## config.mk

```make
export PLATFORM = sky130hd
export DESIGN_NAME = digital_clock_with_modes_top
export DESIGN_NICKNAME = d
export VERILOG_FILES = /design/src/hdl/dclk_pkg.sv /design/src/hdl/dclk_time.sv /design/src/hdl/dclk_mode.sv /design/src/hdl/dclk_disp.sv /design/src/hdl/digital_clock_with_modes_top.sv
export SDC_FILE = /design/constraint.sdc
export NUM_CORES = 1
export LEC_CHECK = 0
export ABC_AREA = 1
export BUFFER_PORTS_ARGS = -buffer_cell sky130_fd_sc_hd__buf_2
export CAP_MARGIN = 25
export CORE_MARGIN = 1.5
export CORE_UTILIZATION = 61
export CTS_CLUSTER_SIZE = 25
export DETAILED_ROUTE_END_ITERATION = 7
export GPL_TIMING_DRIVEN = 0
export PLACE_DENSITY = 0.87
export SYNTH_ARGS = -nofsm -noshare
export SYNTH_HDL_FRONTEND = slang
export SYNTH_SLANG_ARGS = --single-unit
```

## constraint.sdc

```tcl
create_clock -name clk -period 8 [get_ports clk]
set_input_delay 2.4 -clock clk [delete_from_list [all_inputs] [get_ports clk]]
set_output_delay 2.4 -clock clk [all_outputs]
set_load 0.005 [all_outputs]
```

## src/hdl/dclk_pkg.sv

```systemverilog
// Shared types, constants and helper functions for the digital clock block.
// Used by every module under hdl/; depends on nothing else.

package dclk_pkg;

  // Last value of each time field before it wraps.
  localparam logic [9:0] MS_LAST  = 10'd999;
  localparam logic [5:0] SEC_LAST = 6'd59;
  localparam logic [5:0] MIN_LAST = 6'd59;
  localparam logic [4:0] HR_LAST  = 5'd23;

  // Beat widths on the stream ports.
  localparam int IN_W  = 8;
  localparam int OUT_W = 48;

  // View codes as they appear on the result beat.
  localparam logic [1:0] VIEW_HM  = 2'd0;
  localparam logic [1:0] VIEW_SC  = 2'd1;
  localparam logic [1:0] VIEW_MOD = 2'd2;

  // Mode machine states, one-hot.
  typedef enum logic [2:0] {
    MODE_HM  = 3'b001,
    MODE_SC  = 3'b010,
    MODE_MOD = 3'b100
  } mode_t;

  // Flags carried by one input beat.
  typedef struct packed {
    logic tick;
    logic mode_rel;
    logic modify_rel;
    logic hour_rel;
    logic minute_rel;
  } ev_t;

  // Controls from the mode machine to the counters and the display.
  typedef struct packed {
    logic hour_step;
    logic minute_step;
    logic show_hm;
    logic show_sc;
  } set_t;

  // Time of day after the update.
  typedef struct packed {
    logic [4:0] hours;
    logic [5:0] minutes;
    logic [5:0] seconds;
    logic [9:0] millis;
  } tod_t;

  // Divide a millisecond count (below 1024) by ten via a reciprocal multiply.
  function automatic logic [6:0] div10(input logic [9:0] m);
    logic [17:0] p;
    p = {8'd0, m} * 18'd205;
    return p[17:11];
  endfunction

  // Two fields shown as a four-digit number: hi*100 + lo.
  function automatic logic [13:0] pair100(input logic [5:0] hi, input logic [6:0] lo);
    logic [13:0] p;
    p = {8'd0, hi} * 14'd100;
    return p + {7'd0, lo};
  endfunction

  // Encode a mode state for the result beat.
  function automatic logic [1:0] mode_code(input mode_t m);
    logic [1:0] c;
    case (m)
      MODE_SC:  c = VIEW_SC;
      MODE_MOD: c = VIEW_MOD;
      default:  c = VIEW_HM;
    endcase
    return c;
  endfunction

endpackage

```

## src/hdl/dclk_time.sv

```systemverilog
// Cascaded time-of-day counter with colon toggle and setting steps.
// Depends on dclk_pkg.

module dclk_time
  import dclk_pkg::*;
(
  input  logic  clk,
  input  logic  rst_n,
  input  logic  adv,
  input  logic  tick,
  input  set_t  set,
  output tod_t  tod_nxt,
  output logic  colon_nxt
);

  logic [9:0] millis_r;
  logic [5:0] seconds_r;
  logic [5:0] minutes_r;
  logic [4:0] hours_r;
  logic       colon_r;

  logic       ms_wrap;
  logic       sec_wrap;
  logic       min_wrap;
  logic [5:0] minutes_tick;
  logic [4:0] hours_tick;

  // Tick cascade: each field wraps and carries into the next.
  always_comb begin
    ms_wrap  = tick && (millis_r == MS_LAST);
    sec_wrap = ms_wrap && (seconds_r == SEC_LAST);
    min_wrap = sec_wrap && (minutes_r == MIN_LAST);

    tod_nxt.millis  = tick ? (ms_wrap ? 10'd0 : millis_r + 10'd1) : millis_r;
    tod_nxt.seconds = ms_wrap ? (sec_wrap ? 6'd0 : seconds_r + 6'd1) : seconds_r;
    minutes_tick    = sec_wrap ? (min_wrap ? 6'd0 : minutes_r + 6'd1) : minutes_r;
    hours_tick      = min_wrap ? ((hours_r == HR_LAST) ? 5'd0 : hours_r + 5'd1) : hours_r;

    // Setting buttons step their own field without any carry.
    tod_nxt.hours   = set.hour_step ?
                      ((hours_tick == HR_LAST) ? 5'd0 : hours_tick + 5'd1) : hours_tick;
    tod_nxt.minutes = set.minute_step ?
                      ((minutes_tick == MIN_LAST) ? 6'd0 : minutes_tick + 6'd1) :
                      minutes_tick;

    colon_nxt = colon_r ^ ms_wrap;
  end

  // State update, once per processed beat.
  always_ff @(posedge clk) begin
    if (!rst_n) begin
      millis_r  <= '0;
      seconds_r <= '0;
      minutes_r <= '0;
      hours_r   <= '0;
      colon_r   <= 1'b0;
    end else if (adv) begin
      millis_r  <= tod_nxt.millis;
      seconds_r <= tod_nxt.seconds;
      minutes_r <= tod_nxt.minutes;
      hours_r   <= tod_nxt.hours;
      colon_r   <= colon_nxt;
    end
  end

  // The counters never leave their ranges.
  a_ranges: assert property (@(posedge clk) disable iff (!rst_n)
    (millis_r <= MS_LAST) && (seconds_r <= SEC_LAST) &&
    (minutes_r <= MIN_LAST) && (hours_r <= HR_LAST))
    else $error("time counter out of range");

  // The colon only flips when the milliseconds roll over.
  a_colon: assert property (@(posedge clk) disable iff (!rst_n)
    !(adv && tick && (millis_r == MS_LAST)) |=> $stable(colon_r))
    else $error("colon toggled without a second rollover");

  // Without a tick the seconds hold.
  a_sec_hold: assert property (@(posedge clk) disable iff (!rst_n)
    (adv && !tick) |=> $stable(seconds_r) && $stable(millis_r))
    else $error("seconds moved without a tick");

endmodule

```

## src/hdl/dclk_mode.sv

```systemverilog
// View and modify mode machine; drives the setting steps and display refresh.
// Depends on dclk_pkg.

module dclk_mode
  import dclk_pkg::*;
(
  input  logic  clk,
  input  logic  rst_n,
  input  logic  adv,
  input  ev_t   ev,
  output mode_t mode_nxt,
  output set_t  set
);

  mode_t mode_r;

  // Next mode; in the hours:minutes view a modify release wins.
  always_comb begin
    case (mode_r)
      MODE_SC:  mode_nxt = ev.mode_rel ? MODE_HM : MODE_SC;
      MODE_MOD: mode_nxt = ev.modify_rel ? MODE_HM : MODE_MOD;
      default: begin
        if (ev.modify_rel) begin
          mode_nxt = MODE_MOD;
        end else if (ev.mode_rel) begin
          mode_nxt = MODE_SC;
        end else begin
          mode_nxt = MODE_HM;
        end
      end
    endcase
  end

  // Setting buttons act only in modify mode and then refresh the display.
  always_comb begin
    set.hour_step   = (mode_nxt == MODE_MOD) && ev.hour_rel;
    set.minute_step = (mode_nxt == MODE_MOD) && ev.minute_rel;
    set.show_sc     = (mode_nxt == MODE_SC);
    set.show_hm     = (mode_nxt == MODE_HM) || set.hour_step || set.minute_step;
  end

  always_ff @(posedge clk) begin
    if (!rst_n) begin
      mode_r <= MODE_HM;
    end else if (adv) begin
      mode_r <= mode_nxt;
    end
  end

  // Modify mode is left only through a modify release.
  a_mod_hold: assert property (@(posedge clk) disable iff (!rst_n)
    (adv && (mode_r == MODE_MOD) && !ev.modify_rel) |=> (mode_r == MODE_MOD))
    else $error("left modify mode without a modify release");

endmodule

```

## src/hdl/dclk_disp.sv

```systemverilog
// Display register: hours:minutes or seconds:centiseconds as a four-digit value.
// Depends on dclk_pkg.

module dclk_disp
  import dclk_pkg::*;
(
  input  logic        clk,
  input  logic        rst_n,
  input  logic        adv,
  input  set_t        set,
  input  tod_t        tod_nxt,
  output logic [13:0] disp_nxt
);

  logic [13:0] disp_r;

  // Pick the refreshed value, or hold in modify mode with no button.
  always_comb begin
    if (set.show_sc) begin
      disp_nxt = pair100(tod_nxt.seconds, div10(tod_nxt.millis));
    end else if (set.show_hm) begin
      disp_nxt = pair100({1'b0, tod_nxt.hours}, {1'b0, tod_nxt.minutes});
    end else begin
      disp_nxt = disp_r;
    end
  end

  always_ff @(posedge clk) begin
    if (!rst_n) begin
      disp_r <= '0;
    end else if (adv) begin
      disp_r <= disp_nxt;
    end
  end

  // A shown value never exceeds four digits.
  a_digits: assert property (@(posedge clk) disable iff (!rst_n)
    disp_r <= 14'd9999)
    else $error("display value beyond four digits");

endmodule

```

## src/hdl/digital_clock_with_modes_top.sv

```systemverilog
// Top level of the digital clock: input register, update logic, result register.
// Depends on dclk_pkg, dclk_time, dclk_mode and dclk_disp.
//
//  Channel | Direction | Data                          | Handshake
//  in_     | slave     | in_tdata[7:0], five flags     | in_tvalid / in_tready
//  out_    | master    | out_tdata[47:0], clock view   | out_tvalid / out_tready
//
// One beat is accepted per cycle while out_tready stays high, and one result
// beat leaves per input beat. An accepted beat waits in the input register
// until the update logic writes the state and the result register.
// While the result register is full and out_tready is low, the input register
// holds its beat and in_tready drops once it is occupied.
// Reset clears all time counters, the mode, the colon and the display.

module digital_clock_with_modes_top
  import dclk_pkg::*;
(
  input  logic             clk,
  input  logic             rst_n,
  input  logic             in_tvalid,
  output logic             in_tready,
  // [0] tick, [1] mode_release, [2] modify_release, [3] hour_release,
  // [4] minute_release, [7:5] zero
  input  logic [IN_W-1:0]  in_tdata,
  output logic             out_tvalid,
  input  logic             out_tready,
  // [13:0] display_value, [14] colon_on, [16:15] view_mode, [21:17] hours_now,
  // [27:22] minutes_now, [33:28] seconds_now, [43:34] millis_now, [47:44] zero
  output logic [OUT_W-1:0] out_tdata
);

  logic             s1_valid_r;
  ev_t              s1_ev_r;
  logic             out_valid_r;
  logic [OUT_W-1:0] out_data_r;
  logic             adv;

  mode_t       mode_nxt;
  set_t        set;
  tod_t        tod_nxt;
  logic        colon_nxt;
  logic [13:0] disp_nxt;

  // A held beat is processed when the result register is free or draining.
  assign adv       = s1_valid_r && (!out_valid_r || out_tready);
  assign in_tready = !s1_valid_r || adv;

  // Input register.
  always_ff @(posedge clk) begin
    if (!rst_n) begin
      s1_valid_r <= 1'b0;
    end else if (in_tready) begin
      s1_valid_r <= in_tvalid;
    end
  end

  always_ff @(posedge clk) begin
    if (in_tready && in_tvalid) begin
      s1_ev_r.tick       <= in_tdata[0];
      s1_ev_r.mode_rel   <= in_tdata[1];
      s1_ev_r.modify_rel <= in_tdata[2];
      s1_ev_r.hour_rel   <= in_tdata[3];
      s1_ev_r.minute_rel <= in_tdata[4];
    end
  end

  dclk_mode u_mode (
    .clk      (clk),
    .rst_n    (rst_n),
    .adv      (adv),
    .ev       (s1_ev_r),
    .mode_nxt (mode_nxt),
    .set      (set)
  );

  dclk_time u_time (
    .clk       (clk),
    .rst_n     (rst_n),
    .adv       (adv),
    .tick      (s1_ev_r.tick),
    .set       (set),
    .tod_nxt   (tod_nxt),
    .colon_nxt (colon_nxt)
  );

  dclk_disp u_disp (
    .clk      (clk),
    .rst_n    (rst_n),
    .adv      (adv),
    .set      (set),
    .tod_nxt  (tod_nxt),
    .disp_nxt (disp_nxt)
  );

  // Result register.
  always_ff @(posedge clk) begin
    if (!rst_n) begin
      out_valid_r <= 1'b0;
    end else if (adv) begin
      out_valid_r <= 1'b1;
    end else if (out_tready) begin
      out_valid_r <= 1'b0;
    end
  end

  always_ff @(posedge clk) begin
    if (adv) begin
      out_data_r <= {4'd0, tod_nxt.millis, tod_nxt.seconds, tod_nxt.minutes,
                     tod_nxt.hours, mode_code(mode_nxt), colon_nxt, disp_nxt};
    end
  end

  assign out_tvalid = out_valid_r;
  assign out_tdata  = out_data_r;

  // Every processed beat shows up in the result register next cycle.
  a_result: assert property (@(posedge clk) disable iff (!rst_n)
    adv |=> out_valid_r)
    else $error("processed beat did not reach the result register");

endmodule
```

# Word level (Yosys, flattened, before mapping)
# Cells that the tools add are included.
# word_totals
in_bits	12
ff_bits	96
# classes
n_addsub	8
n_eq_ne	11
bitwise_logic	1
multipliers	3
muxes	22
reduce_logical	14
# ops
cell	n
6-bit 2-to-1 mux	6
14-bit 2-to-1 mux	2
10-bit 2-to-1 mux	2
5-bit 2-to-1 mux	4
6-bit by 1-bit adder with 6-bit output, second input constant	3
6-bit == test, second input constant	3
10-bit by 8-bit multiplier with 18-bit output, second input constant	1
13-bit by 7-bit adder with 14-bit output	1
12-bit by 6-bit adder with 13-bit output	1
6-bit by 5-bit multiplier with 11-bit output, second input constant	1
10-bit by 1-bit adder with 10-bit output, second input constant	1
5-bit by 1-bit adder with 5-bit output, second input constant	2
10-bit == test, second input constant	1
5-bit == test, second input constant	2
5-bit by 5-bit multiplier with 10-bit output, second input constant	1
1-bit logical AND	7
3-bit by 2-bit == test with 1-bit output, second input constant	2
3-bit == test, second input constant	2
3-bit 2-to-1 mux	2
3-bit case mux with 2 select lines	1
1-bit logical OR	4
2-bit 2-to-1 mux	2
2-bit case mux with 2 select lines	1
3-bit by 1-bit == test with 1-bit output, second input constant	1
4 further kinds	6

# Depth between registers and ports, before layout
# depth
word_depth	12
mapped_depth	44
ltp_nobuf	44

# Modules after synthesis
# Synthesis repeated with hierarchy kept, for this count alone.
# hier_totals
hier_cells	1047
hier_area_um2	8074.0
# by_module_without_submodules
mod	cells_each	area_per_inst_um2	instances
dclk_disp	564	3902.5	1
dclk_time	370	2311.0	1
digital_clock_with_modes_top	71	1616.6	1
dclk_mode	42	244.0	1

# Worst setup path before layout
# Ideal clock, no wire load.
# synth_path
path_type	register to register
from	reg u_time.millis_r[0]
to	reg u_disp.disp_r[12]
t_arrival_ns	5.848
n_path_buf	0
setup_ns	0.115
path_stages_with_launch	39
path_slack_ns	2.037
path_cell_list	dfxtp_1 -> ha_1 -> nand3_2 -> nor2_1 -> nand2_1 -> nor2_1 -> inv_1 -> o21ai_0 -> nand2_1 -> nor2_1 -> ha_1 -> inv_1 -> fa_1 -> inv_1 -> fa_1 -> inv_1 -> fa_1 -> inv_1 -> [... 3 more ...] -> o21a_1 -> nand2_1 -> nand2_1 -> nand2_1 -> o21ai_0 -> xor2_1 -> fa_1 -> nand3_1 -> nand2_1 -> nand2_1 -> a21oi_1 -> nand3_1 -> nor2_1 -> nand3_1 -> nand3_1 -> nand2_1 -> o21ai_0 -> inv_1
# synth_rtl
item	line_no	source
from (decl)	dclk_time.sv:16	logic [9:0] millis_r;
from (signal assigned)	dclk_time.sv:58	millis_r <= tod_nxt.millis;
to (signal assigned)	dclk_disp.sv:32	disp_r <= disp_nxt;
to (decl)	dclk_disp.sv:15	logic [13:0] disp_r;

==> metrics.yaml <==
status: "completed"
netlist_area_um2: 7570
synthToLayoutAreaGrowth_pct: 10.7
drive_gt1_frac: 0.115
cts_num_sinks: 96
pwr-share-clk: 0.305
gp_congestion: 0.900
combPwrFrac: 0.285
cts_resized: 0
period_share: 0.870
core_area_um2: 12100
vdd.ir_drop.worst_mv: 0.130
p_leak_nw: 4.41
antenna_cells: 0
arrival_ns: 7.21
die_y_um: 114
max_freq_mhz: 144
hp-class: "flip-flop to flip-flop"
first_pass_iters: 7
async_reset_ff_frac: 0
synth_common_cells: "inv_1 (186), nand2_1 (156), ha_1 (102), a21oi_1 (64), o21ai_0 (64)"
setup_viol: 0
grt_pass1_wl_um: 28800
cp-start-kind: "flip-flop"
p_int_uw: 942
final_nets: 1148
powerDensity_nw_per_um2: 168
ys_ff_latch: 96
hold_viol_final: 0
start_util: 0.627
cp_max_fo: 7
cp_slowest_stage_delay_ns: 0.54
port_buffers: 54
avgViaCountPerCell: 5.50
synth_most_common_cell: "inv_1"
synth_cell_types: 46
power.total_mw: 1.40
worst_pin_slew_ns: 1.02
cp_common_cell: "nand2_1"
die_w_um: 114
grt_pass1_vias: 6375
reg2reg_to: "u_disp.disp_r[12]"
final_area_um2: 8380
r2r_cells: 38
ant_nets: 0
hold_depth: 2
worst_setup_path_end_kind: "flip-flop"
first_iter_violations: 473
clk_latency_ns: 0.36
fill_cells: 935
io-pin-count: 62
grt_setup_unrepaired: "no"
ff2ff_setup_slack_ns: 1.04
crit_path_start: "u_time.millis_r[0]"
syn_inst: 944
worstSetupPathType: "flip-flop to flip-flop"
ys.flop_type: "edfxtp_1"
yosysWarnings: 0
clk_pin_slew_ns: 0.07
dpl.hpwl_um: 13200
synthTopCellsByArea: "edfxtp_1 (19%), ha_1 (17%), dfxtp_1 (12%)"
wl_um: 17200
fin_crit_ns: 6.96
finalSetupTns_ns: 0
seq_area_frac_synth: 0.319
r2r-start: "u_time.millis_r[0]"
antenna_found_initial: 0
seqPwrFrac: 0.410
p_sw_frac: 0.329
cts_tree: "yes"
placed_cell_area_um2: 8080
grt_usage: 0.282
synth_edf_count: 49
drc: 0
min-delay-start: "out_tvalid"
synth_top_area_frac: 0.194
die-area_um2: 13100
cts_root_buffer: "clkbuf_16"
postCtsSetupBuffers: 0
syn_area_per_cell_um2: 8.02
rows: 40
slew_headroom: 0.316
fin_worst_skew_ns: 0.00872
finish.utilization: 0.694
synth.largest_area_cell: "edfxtp_1"
h-tree-depth: 3
numCtsBuffers: 9
vias: 6522
hold_end: "out_tvalid"
slowest_stage: "fa_1"
cts_hold_buf: 0
crit_required_ns: 8.25
ctsLongestPathBuffers: 2
slew_viol_final: 0
grt_overflow_total: 0
wl_per_cell_um: 14.5
p_switching_uw: 461
drv_cap: 0
grt_max_degree: 33
## critical path: cells and delay by family (launching register included)
family | cells | cell delay (ns)
adders and majority gates | 7 | 2.62
and+or+nand+nor | 19 | 2.34
AOI/OAI and AO/OA | 5 | 0.88
DFF | 1 | 0.38
buffers and inverters | 6 | 0.32
xor gates and xnor gates | 1 | 0.28
## sequential cells by signal (all words and copies together), names as in the netlist
name and cells:
out_tdata 44, out_tvalid 1, s1_ev_r 5, s1_valid_r 1, u_disp.disp_r 14, u_mode.mode_r 3
u_time.colon_r 1, u_time.hours_r 5, u_time.millis_r 10, u_time.minutes_r 6, u_time.seconds_r 6
## worst max path at each step
stage / cells past startpoint / end
2_1_floorplan: 38 / u_disp.disp_r[12]
3_3_place_gp: 36 / u_disp.disp_r[13]
3_5_place_dp: 38 / u_disp.disp_r[12]
4_1_cts: 38 / u_disp.disp_r[12]
5_1_grt: 38 / u_disp.disp_r[12]
6_report: 38 / u_disp.disp_r[12]
## kinds of logic after synthesis
kind of cell             share of synthesized area
AND/OR/NAND/NOR                              0.215
flip-flops                                   0.319
XOR/XNOR                                    0.0322
buffers and inverters                        0.107
AO/OA/AOI/OAI                                0.103
adder cells (fa/ha/maj)                      0.224
other                                     0.000495
## placed cells by master, fill, tap and decap left out, types with 5 or more instances in the layout
cell       count
nor3_1        13
xor2_1        16
clkbuf_16     10
buf_2         55
nand3_1       55
nor2_2         6
nand2_1      156
o21ai_1        5
nand4_1       11
or2_2          7
clkbuf_1      11
edfxtp_1      49
ha_1         102
dfxtp_1       47
nor2_1        58
nand2_2        6
nand3b_1       9
buf_4          5
nand3_2        6
fa_1          21
xnor2_1       10
a21oi_1       64
o21ai_0       64
inv_1        186
## per-stage QoR
stage | hold WS [ns] | setup slack (ns) | instances
final | 0.515 | 1.04 | 1186
after global routing | 0.538 | 0.502 | 1186
after CTS | 0.513 | 1.12 | 1186
after detailed placement | 0.478 | 1.16 | 1170
after global placement | 0.453 | 1.36 | 1169
after floorplan | 0.443 | 2.04 | 947
## area by class of cell
type / count / area, µm² / area share
Multi-Input combinational cell: 642 / 4360 / 0.521
Sequential cell: 96 / 2410 / 0.288
Inverter: 190 / 716 / 0.0854
Timing Repair Buffer: 55 / 290 / 0.0347
Clock buffer: 12 / 268 / 0.0320
Tap cell: 168 / 210 / 0.0251
Buffer: 19 / 92.6 / 0.0111
Clock inverter: 4 / 26.3 / 0.00314
## layer usage
| layer | track usage | wire length [µm] | vias up |
|---|---|---|---|
| met3 | 0.0344 | 943 | 51 |
| li1 | - | - | 3211 |
| met4 | 0.156 | 620 | 0 |
| met1 | 0.344 | 7390 | 3033 |
| met2 | 0.487 | 8290 | 227 |
| met5 | 0 | 0 | - |
## power groups by stage
stage	Combinational (mW)	Sequential (mW)	Clock (mW)
floorplan	0.286	0.585	0
global placement	0.373	0.586	0
detailed placement	0.392	0.586	0
CTS	0.398	0.575	0.428
global route	0.460	0.579	0.448
finish	0.400	0.576	0.428
(Power assumes the default switching activity.)
